File: src/rtl/sfq_pkg.sv
package sfq_pkg;

  // Fixed field widths of the item formats
  localparam int FUNC_W   = 3;
  localparam int POS_W    = 4;
  localparam int STATUS_W = 2;
  localparam int FOUND_W  = 4;
  localparam int COUNT_W  = 5;
  localparam int CFG_W    = 32;

  typedef enum logic [FUNC_W-1:0] {
    FN_PUSH         = 3'd0,
    FN_POP          = 3'd1,
    FN_PEEK         = 3'd2,
    FN_FIND         = 3'd3,
    FN_REMOVE_AT    = 3'd4,
    FN_REMOVE_MATCH = 3'd5,
    FN_CLEAR        = 3'd6
  } func_t;

  typedef enum logic [STATUS_W-1:0] {
    STS_OK        = 2'd0,
    STS_EMPTY     = 2'd1,
    STS_NOT_FOUND = 2'd2,
    STS_FULL      = 2'd3
  } status_t;

  typedef enum logic [1:0] {
    S_IDLE,
    S_MATCH,
    S_APPLY
  } state_t;

  // Command broadcast to every cell of the chain
  typedef struct packed {
    logic eval;    // capture hit flag
    logic by_pos;  // hit means "at target position" instead of "matches key"
    logic push;    // cell at the tail slot loads the key
    logic remove;  // cells at and after the removed slot take the neighbor's word
  } cell_cmd_t;

endpackage

File: src/rtl/searchable_fifo_queue_unit.sv
// Searchable FIFO queue: an ordered queue of up to DEPTH words, head at position 0,
// held in a chain of cells. Each input item is one operation (push, pop, peek, find,
// remove at a position, remove the first match, clear) and yields exactly one result
// item with a status, the position found, the word read or removed and the entry count
// after the operation. An item is accepted when idle; in the match state every cell
// compares its word against the key under compare_mask (or against the target position)
// and registers a hit flag; in the apply state the first hit is picked, the cells close
// the gap or take the pushed word, and the result register loads. A new item is taken as
// soon as the result is in its register, so a waiting result does not block the next item
// until that one is ready to be delivered. A push to a full queue is dropped with status
// full. compare_mask is written by the user only while idle; the block does not enforce it.
module searchable_fifo_queue_unit
  import sfq_pkg::*;
#(
  parameter int DEPTH      = 16,
  parameter int DATA_WIDTH = 32,
  localparam int IN_W      = ((DATA_WIDTH + POS_W + 7) / 8) * 8,
  localparam int OUT_W     = ((FOUND_W + DATA_WIDTH + COUNT_W + 7) / 8) * 8
) (
  input  logic                      clk,
  input  logic                      rst_n,
  // configuration: compare_mask
  input  logic                      cfg_valid,
  output logic                      cfg_ready,
  input  logic [CFG_W-1:0]          cfg_data,
  // operation items
  input  logic                      in_tvalid,
  output logic                      in_tready,
  input  logic [IN_W-1:0]           in_tdata,   // data_in, position
  input  logic [FUNC_W-1:0]         in_tuser,   // func
  // result items
  output logic                      out_tvalid,
  input  logic                      out_tready,
  output logic [OUT_W-1:0]          out_tdata,  // found_position, data_out, entry_count
  output logic [STATUS_W-1:0]       out_tuser   // status
);

  localparam int CNT_W = $clog2(DEPTH + 1);
  localparam int IDX_W = $clog2(DEPTH);
  localparam int CMP_W = (CNT_W > POS_W) ? CNT_W : POS_W;

  state_t                          state_r, state_nxt;
  logic [CNT_W-1:0]                count_r, count_nxt;
  logic [DATA_WIDTH-1:0]           mask_r;

  // operation held while it runs
  func_t                           func_r;
  logic [DATA_WIDTH-1:0]           key_r;
  logic [POS_W-1:0]                pos_r;

  // result register
  logic                            out_valid_r;
  status_t                         out_status_r, status_nxt;
  logic [FOUND_W-1:0]              out_found_r, found_nxt;
  logic [DATA_WIDTH-1:0]           out_data_r, dout_nxt;
  logic [COUNT_W-1:0]              out_count_r;

  cell_cmd_t                       cmd;
  logic                            go, by_pos, pos_ok, push_ok, rm_ok;
  logic [POS_W-1:0]                target;
  logic [DEPTH-1:0]                hit;
  logic [DEPTH-1:0][DATA_WIDTH-1:0] cell_data;
  logic                            any_hit;
  logic [DEPTH-1:0]                first_hit;
  logic [IDX_W-1:0]                hit_idx;
  logic [DATA_WIDTH-1:0]           hit_data;

  assign cfg_ready = 1'b1;
  assign in_tready = (state_r == S_IDLE);

  // Pop works on the head; peek and remove_at on the given position
  assign by_pos = (func_r == FN_POP) || (func_r == FN_PEEK) || (func_r == FN_REMOVE_AT);
  assign target = (func_r == FN_POP) ? '0 : pos_r;
  assign pos_ok = CMP_W'(target) < CMP_W'(count_r);

  // Finish an operation only when the result register is free or being emptied
  assign go = (state_r == S_APPLY) && (!out_valid_r || out_tready);

  // ---------------------------------------------------------------------------
  // Chain of cells: each holds one entry, the last one refills from itself
  // ---------------------------------------------------------------------------
  for (genvar g = 0; g < DEPTH; g++) begin : g_cell
    logic [DATA_WIDTH-1:0] nbr;
    if (g == DEPTH - 1) begin : g_tail
      assign nbr = cell_data[g];
    end else begin : g_mid
      assign nbr = cell_data[g+1];
    end

    sfq_cell #(
      .DATA_WIDTH (DATA_WIDTH),
      .DEPTH      (DEPTH),
      .CELL_IDX   (g)
    ) u_cell (
      .clk       (clk),
      .cmd       (cmd),
      .key       (key_r),
      .mask      (mask_r),
      .target    (target),
      .count     (count_r),
      .rm_idx    (hit_idx),
      .next_data (nbr),
      .data_q    (cell_data[g]),
      .hit_q     (hit[g])
    );
  end

  sfq_pick #(
    .DATA_WIDTH (DATA_WIDTH),
    .DEPTH      (DEPTH)
  ) u_pick (
    .hit       (hit),
    .cell_data (cell_data),
    .any_hit   (any_hit),
    .first_hit (first_hit),
    .hit_idx   (hit_idx),
    .hit_data  (hit_data)
  );

  // ---------------------------------------------------------------------------
  // Sequencer: next state, result fields and cell commands
  // ---------------------------------------------------------------------------
  always_comb begin
    state_nxt  = state_r;
    count_nxt  = count_r;
    status_nxt = STS_OK;
    found_nxt  = '0;
    dout_nxt   = '0;
    push_ok    = 1'b0;
    rm_ok      = 1'b0;

    case (func_r)
      FN_PUSH: begin
        if (count_r == CNT_W'(DEPTH)) begin
          status_nxt = STS_FULL;
        end else begin
          push_ok   = 1'b1;
          count_nxt = count_r + CNT_W'(1);
        end
      end
      FN_POP, FN_REMOVE_AT: begin
        if (!pos_ok) begin
          status_nxt = STS_EMPTY;
        end else begin
          rm_ok     = 1'b1;
          dout_nxt  = hit_data;
          count_nxt = count_r - CNT_W'(1);
        end
      end
      FN_PEEK: begin
        if (!pos_ok) begin
          status_nxt = STS_EMPTY;
        end else begin
          dout_nxt = hit_data;
        end
      end
      FN_FIND: begin
        if (!any_hit) begin
          status_nxt = STS_NOT_FOUND;
        end else begin
          found_nxt = FOUND_W'(hit_idx);
        end
      end
      FN_REMOVE_MATCH: begin
        if (!any_hit) begin
          status_nxt = STS_NOT_FOUND;
        end else begin
          rm_ok     = 1'b1;
          found_nxt = FOUND_W'(hit_idx);
          dout_nxt  = hit_data;
          count_nxt = count_r - CNT_W'(1);
        end
      end
      FN_CLEAR: begin
        count_nxt = '0;
      end
      default: begin
        // unused code: leave the queue as it is
      end
    endcase

    case (state_r)
      S_IDLE: begin
        if (in_tvalid) begin
          state_nxt = S_MATCH;
        end
      end
      S_MATCH: begin
        state_nxt = S_APPLY;
      end
      S_APPLY: begin
        if (go) begin
          state_nxt = S_IDLE;
        end
      end
      default: begin
        state_nxt = S_IDLE;
      end
    endcase

    cmd.eval   = (state_r == S_MATCH);
    cmd.by_pos = by_pos;
    cmd.push   = go && push_ok;
    cmd.remove = go && rm_ok;
  end

  // Control registers
  always_ff @(posedge clk) begin
    if (!rst_n) begin
      state_r     <= S_IDLE;
      count_r     <= '0;
      mask_r      <= '1;
      out_valid_r <= 1'b0;
    end else begin
      state_r <= state_nxt;
      if (go) begin
        count_r <= count_nxt;
      end
      if (cfg_valid && cfg_ready) begin
        mask_r <= DATA_WIDTH'(cfg_data);
      end
      if (go) begin
        out_valid_r <= 1'b1;
      end else if (out_tready) begin
        out_valid_r <= 1'b0;
      end
    end
  end

  // Payload registers: hold the operation, load the result
  always_ff @(posedge clk) begin
    if (in_tvalid && in_tready) begin
      func_r <= func_t'(in_tuser);
      key_r  <= in_tdata[DATA_WIDTH-1:0];
      pos_r  <= in_tdata[DATA_WIDTH+POS_W-1:DATA_WIDTH];
    end
    if (go) begin
      out_status_r <= status_nxt;
      out_found_r  <= found_nxt;
      out_data_r   <= dout_nxt;
      out_count_r  <= COUNT_W'(count_nxt);
    end
  end

  assign out_tvalid = out_valid_r;
  assign out_tuser  = out_status_r;
  assign out_tdata  = OUT_W'({out_count_r, out_data_r, out_found_r});

  // ---------------------------------------------------------------------------
  // Assertions
  // ---------------------------------------------------------------------------
  a_count_bound: assert property (@(posedge clk) disable iff (!rst_n)
    count_r <= CNT_W'(DEPTH))
    else $error("entry count above depth");

  a_count_hold: assert property (@(posedge clk) disable iff (!rst_n)
    !go |=> $stable(count_r))
    else $error("entry count changed outside an operation");

  a_pos_single_hit: assert property (@(posedge clk) disable iff (!rst_n)
    (state_r == S_APPLY) && by_pos |-> $onehot0(hit) && (pos_ok == any_hit))
    else $error("positional hit flags disagree with range check");

  a_result_after_apply: assert property (@(posedge clk) disable iff (!rst_n)
    $rose(out_valid_r) |-> $past(state_r) == S_APPLY)
    else $error("result appeared without an operation finishing");

  a_first_hit: assert property (@(posedge clk) disable iff (!rst_n)
    (state_r == S_APPLY) |-> $onehot0(first_hit) && (any_hit == (first_hit != '0)))
    else $error("first hit pick is not a single flag");

endmodule

File: src/rtl/sfq_cell.sv
module sfq_cell
  import sfq_pkg::*;
#(
  parameter int DATA_WIDTH = 32,
  parameter int DEPTH      = 16,
  parameter int CELL_IDX   = 0
) (
  input  logic                          clk,
  input  cell_cmd_t                     cmd,
  input  logic [DATA_WIDTH-1:0]         key,
  input  logic [DATA_WIDTH-1:0]         mask,
  input  logic [POS_W-1:0]              target,
  input  logic [$clog2(DEPTH+1)-1:0]    count,
  input  logic [$clog2(DEPTH)-1:0]      rm_idx,
  input  logic [DATA_WIDTH-1:0]         next_data,
  output logic [DATA_WIDTH-1:0]         data_q,
  output logic                          hit_q
);

  localparam int CNT_W = $clog2(DEPTH + 1);
  localparam int IDX_W = $clog2(DEPTH);
  localparam int CMP_W = (CNT_W > POS_W) ? CNT_W : POS_W;

  logic [DATA_WIDTH-1:0] data_r, data_nxt;
  logic                  hit_r, hit_nxt;
  logic                  valid, match, at_target;

  assign valid     = CNT_W'(CELL_IDX) < count;
  assign match     = ((data_r ^ key) & mask) == '0;
  assign at_target = CMP_W'(CELL_IDX) == CMP_W'(target);

  always_comb begin
    data_nxt = data_r;
    if (cmd.push && (CNT_W'(CELL_IDX) == count)) begin
      data_nxt = key;
    end else if (cmd.remove && (IDX_W'(CELL_IDX) >= rm_idx)) begin
      data_nxt = next_data;
    end
  end

  always_comb begin
    hit_nxt = hit_r;
    if (cmd.eval) begin
      hit_nxt = valid && (cmd.by_pos ? at_target : match);
    end
  end

  always_ff @(posedge clk) begin
    data_r <= data_nxt;
    hit_r  <= hit_nxt;
  end

  assign data_q = data_r;
  assign hit_q  = hit_r;

endmodule

File: src/rtl/sfq_pick.sv
module sfq_pick
  import sfq_pkg::*;
#(
  parameter int DATA_WIDTH = 32,
  parameter int DEPTH      = 16
) (
  input  logic [DEPTH-1:0]                 hit,
  input  logic [DEPTH-1:0][DATA_WIDTH-1:0] cell_data,
  output logic                             any_hit,
  output logic [DEPTH-1:0]                 first_hit,
  output logic [$clog2(DEPTH)-1:0]         hit_idx,
  output logic [DATA_WIDTH-1:0]            hit_data
);

  localparam int IDX_W = $clog2(DEPTH);

  // Isolate the lowest set flag: the first entry from the head
  assign first_hit = hit & (~hit + DEPTH'(1));
  assign any_hit   = |hit;

  always_comb begin
    hit_idx  = '0;
    hit_data = '0;
    for (int i = 0; i < DEPTH; i++) begin
      if (first_hit[i]) begin
        hit_idx  = hit_idx | IDX_W'(i);
        hit_data = hit_data | cell_data[i];
      end
    end
  end

endmodule

File: config.mk
export PLATFORM = sky130hd
export DESIGN_NAME = searchable_fifo_queue_unit
export DESIGN_NICKNAME = d
export VERILOG_FILES = /design/src/rtl/sfq_pkg.sv /design/src/rtl/searchable_fifo_queue_unit.sv /design/src/rtl/sfq_cell.sv /design/src/rtl/sfq_pick.sv
export SDC_FILE = /design/constraint.sdc
export NUM_CORES = 2
export LEC_CHECK = 0
export BUFFER_PORTS_ARGS = -buffer_cell sky130_fd_sc_hd__clkbuf_2
export CAP_MARGIN = 10
export CORE_ASPECT_RATIO = 1.4
export CORE_MARGIN = 2
export CORE_UTILIZATION = 55
export DETAILED_ROUTE_END_ITERATION = 7
export HOLD_SLACK_MARGIN = 0.08
export PLACE_DENSITY = 0.7
export SYNTH_ARGS = -nofsm -noshare
export SYNTH_HDL_FRONTEND = slang
export SYNTH_SLANG_ARGS = --single-unit
File: constraint.sdc
create_clock -name clk -period 9.56 [get_ports clk]
set_clock_uncertainty 0.05 [all_clocks]
set_input_delay 0.478 -clock clk [delete_from_list [all_inputs] [get_ports clk]]
set_output_delay 0.478 -clock clk [all_outputs]
set_load 0.1 [all_outputs]
==> impl_metrics.py <==
metrics = {
    "sta": {
        "worst_slack_ns": 4.69,
        "post-route-period-util_pct": 51.0,
        "rsz0062_at_grt": "no",
        "fin_crit_ns": 4.87,
        "relSlewSlack_pct": 18.2,
        "clock.fmax_mhz": 205,
        "slew_violations": 0,
        "finalSetupTns_ns": 0,
        "worst_pin_slew_ns": 1.22,
        "setup_viol": 0,
        "finalHoldViolCount": 0,
    },
    "synth": {
        "syn_inst": 3107,
        "synth_edf_count": 610,
        "yosysWarningCount": 0,
        "avgSynthCellArea_um2": 12.3,
        "synthTopCellsByArea": "edfxtp_1 (48%), mux2_2 (14%), xor2_1 (12%)",
        "ys_ff_latch": 650,
        "yosysUniqueCellTypes": 75,
        "synth_flop_cell": "edfxtp_1",
        "netlist_area_mm2": 0.0381,
        "ys_seq_area_share_pct": 50.2,
        "synth.top_cell.area_share_pct": 48.1,
        "synth-async-reset-ratio_pct": 0,
        "synth_top_area_cell": "edfxtp_1",
        "synthTopCellsByCount": "edfxtp_1 (610), xor2_1 (513), mux2_2 (477)",
        "yosysMostFrequentCell": "edfxtp_1",
    },
    "layout": {
        "layout-drive-gt1-share_pct": 26.8,
        "utilization_pct": 61.7,
        "area_delta_synth_final_pct": 11.3,
        "nNetsFinal": 3240,
    },
    "floorplanning": {
        "design.die.area_mm2": 0.0714,
        "die_h_um": 315,
        "rows": 114,
        "io_pins": 133,
        "core-area_mm2": 0.0688,
        "start_util_pct": 55.4,
        "dieWidth_um": 226,
    },
    "routing": {
        "wl_per_cell_um": 36.5,
        "drt-initial-drc-count": 4225,
        "routed.top_layer": "met5",
        "met1_length_um": 53100,
        "drt-pass1-iter-count": 7,
        "wl_um": 151000,
        "viasPerCell": 6.96,
        "drc": 0,
        "num_vias": 28800,
        "met2WireLength_um": 68400,
        "wl_met3_um": 13500,
        "ant_nets": 0,
    },
    "clock_network": {
        "cts.sinks": 650,
        "cts_resized": 0,
        "clock-root-buffer": "clkbuf_16",
        "path_clk_slew_ns": 0.07,
        "cts_tree": "yes",
        "insertion_delay_ns": 0.64,
        "ctsLongestPathBuffers": 3,
        "cts_setup_buffers": 0,
        "htree_levels": 3,
        "hold_buffers": 72,
        "cts_buffers": 69,
    },
    "power_and_ir_drop": {
        "p_total_w": 0.00666,
        "p_per_area_mw_per_mm2": 157,
        "peakVddDrop_uv": 184,
        "leakage_nw": 15.0,
    },
    "setup_path": {
        "r2r_slack_ns": 4.69,
        "crit_arrival_ns": 5.06,
        "worstSetupEndpointType": "flop",
        "worstSetupPathType": "flop to flop",
        "cp.required_ns": 9.75,
        "reg2reg_from": "func_r[1]$_DFFE_PP_",
        "crit_fanout": 32,
        "crit_end": "g_cell[4].u_cell.data_q[13]$_DFFE_PP_",
        "reg2reg_to": "g_cell[4].u_cell.data_q[13]$_DFFE_PP_",
        "crit_start": "func_r[1]$_DFFE_PP_",
        "reg2regPathDepth": 10,
        "start_kind": "flop",
    },
    "placement": {
        "gp_congestion": 0.985,
        "place_ws_ns": 4.74,
        "hpwlAfterDp_um": 105000,
        "io_buffers": 120,
    },
    "hold_path": {
        "hold_path.class": "primary input to flop",
    },
    "global_routing": {
        "grt_pass1_wl_um": 211000,
        "antenna_found_initial": 6,
        "first_global_vias": 28200,
        "grt_max_degree": 58,
        "overflow": 0,
        "grt_use_total_pct": 42.1,
    },
    "status": {
        "status": "completed",
    },
    "run": {
        "drv_cap": 0,
    },
}
==> registers in the layout, indices dropped and copies added (netlist names) <==
register              flops
state_r                   2
out_data_r               32
key_r                    32
func_r                    3
out_tuser                 2
out_found_r               4
mask_r                   32
g_cell.u_cell.hit_q      16
pos_r                     4
out_count_r               5
count_r                   5
g_cell.u_cell.data_q    512
out_tvalid                1
==> power by group <==
part	total [W]	switching [W]	internal (W)
registers	0.00317	0.0000331	0.00313
clock network	0.00267	0.00118	0.00149
logic	0.000816	0.000589	0.000227
total	0.00666	0.00180	0.00485
==> per-layer routing <==
metal / up-vias / global-route usage (%)
li1: 12000 / -
met2: 1974 / 65.2
met4: 6 / 37.0
met5: - / 0
met1: 14300 / 50.0
met3: 529 / 8.17
==> area by class of cell <==
cell class	instances	area, um2
multi-input cells	2103	17700
diodes	3	7.51
well taps	928	1160
fillers	5483	26400
clock buffers	94	1960
inverters	15	56.3
clock inverters	31	209
repair buffers	313	2230
flip-flops and latches	650	19100
==> layout by cell type, fill, tap and decap left out, drive strengths merged, types with 8 or more instances in the layout <==
| master | instances |
|---|---|
| clkinv | 27 |
| buf | 121 |
| and2 | 17 |
| nand2 | 148 |
| and3 | 12 |
| a211o | 19 |
| edfxtp | 610 |
| dfxtp | 40 |
| a222oi | 34 |
| or4 | 10 |
| a22o | 49 |
| o21ai | 66 |
| clkbuf | 214 |
| a221o | 10 |
| dlygate4sd3 | 72 |
| inv | 14 |
| o221ai | 8 |
| a221oi | 72 |
| nor4 | 10 |
| nand4 | 47 |
| a22oi | 277 |
| mux2i | 32 |
| nand3 | 28 |
| conb | 8 |
| a31oi | 41 |
| ha | 8 |
| o31ai | 11 |
| a21oi | 38 |
| nor2b | 10 |
| mux2 | 480 |
| nor2 | 44 |
| nor3 | 21 |
| o22ai | 23 |
| xor2 | 513 |
==> kinds of logic (layout without fill, tap and decap cells) <==
kind of cell	after synthesis	after routing	share of synthesized area (%)
AOI/OAI and AO/OA	694	694	13.7
DFF	650	650	50.2
xor gates and xnor gates	514	514	11.8
muxes	512	512	15.0
and+or+nand+nor	367	367	4.95
buffers and inverters	360	453	3.98
adders and majority gates	8	8	0.263
other	2	11	0.0197
==> worst max-delay path, cell delays in order, from the launching register on <==
cell and delay, ns:
edfxtp_1 0.66, nor2_1 0.22, nand2_1 0.14, and2_1 0.25, ha_1 0.29, nand4b_1 0.19, a21oi_1 0.12, o22a_1 0.26
o31ai_4 0.46, nand3_1 0.67, o21ai_4 1.13
==> worst min path at each step <==
stage,cells past startpoint,endpoint,slack (ns),start
final,3,out_tvalid$_SDFFE_PN0P_,0.14,out_tready
after global routing,3,out_tvalid$_SDFFE_PN0P_,0.18,out_tready
after CTS,3,out_tvalid$_SDFFE_PN0P_,0.12,out_tready
after detailed placement,2,out_tvalid$_SDFFE_PN0P_,0.49,out_tvalid$_SDFFE_PN0P_
after global placement,2,out_tvalid$_SDFFE_PN0P_,0.47,out_tvalid$_SDFFE_PN0P_
after floorplan,0,g_cell[15].u_cell.data_q[0]$_DFFE_PP_,0.37,key_r[0]$_DFFE_PP_
==> through the flow <==
| step | hold slack, ns | cell area (um2) | instances |
|---|---|---|---|
| 2_1_floorplan | 0.374 | 38100 | 3113 |
| 3_3_place_gp | 0.468 | 39500 | 3936 |
| 3_5_place_dp | 0.487 | 39500 | 3936 |
| 4_1_cts | 0.117 | 42400 | 4133 |
| 5_1_grt | 0.175 | 42400 | 4134 |
| 6_report | 0.137 | 42400 | 4137 |
Note: power is estimated with default switching activity, not from simulation.
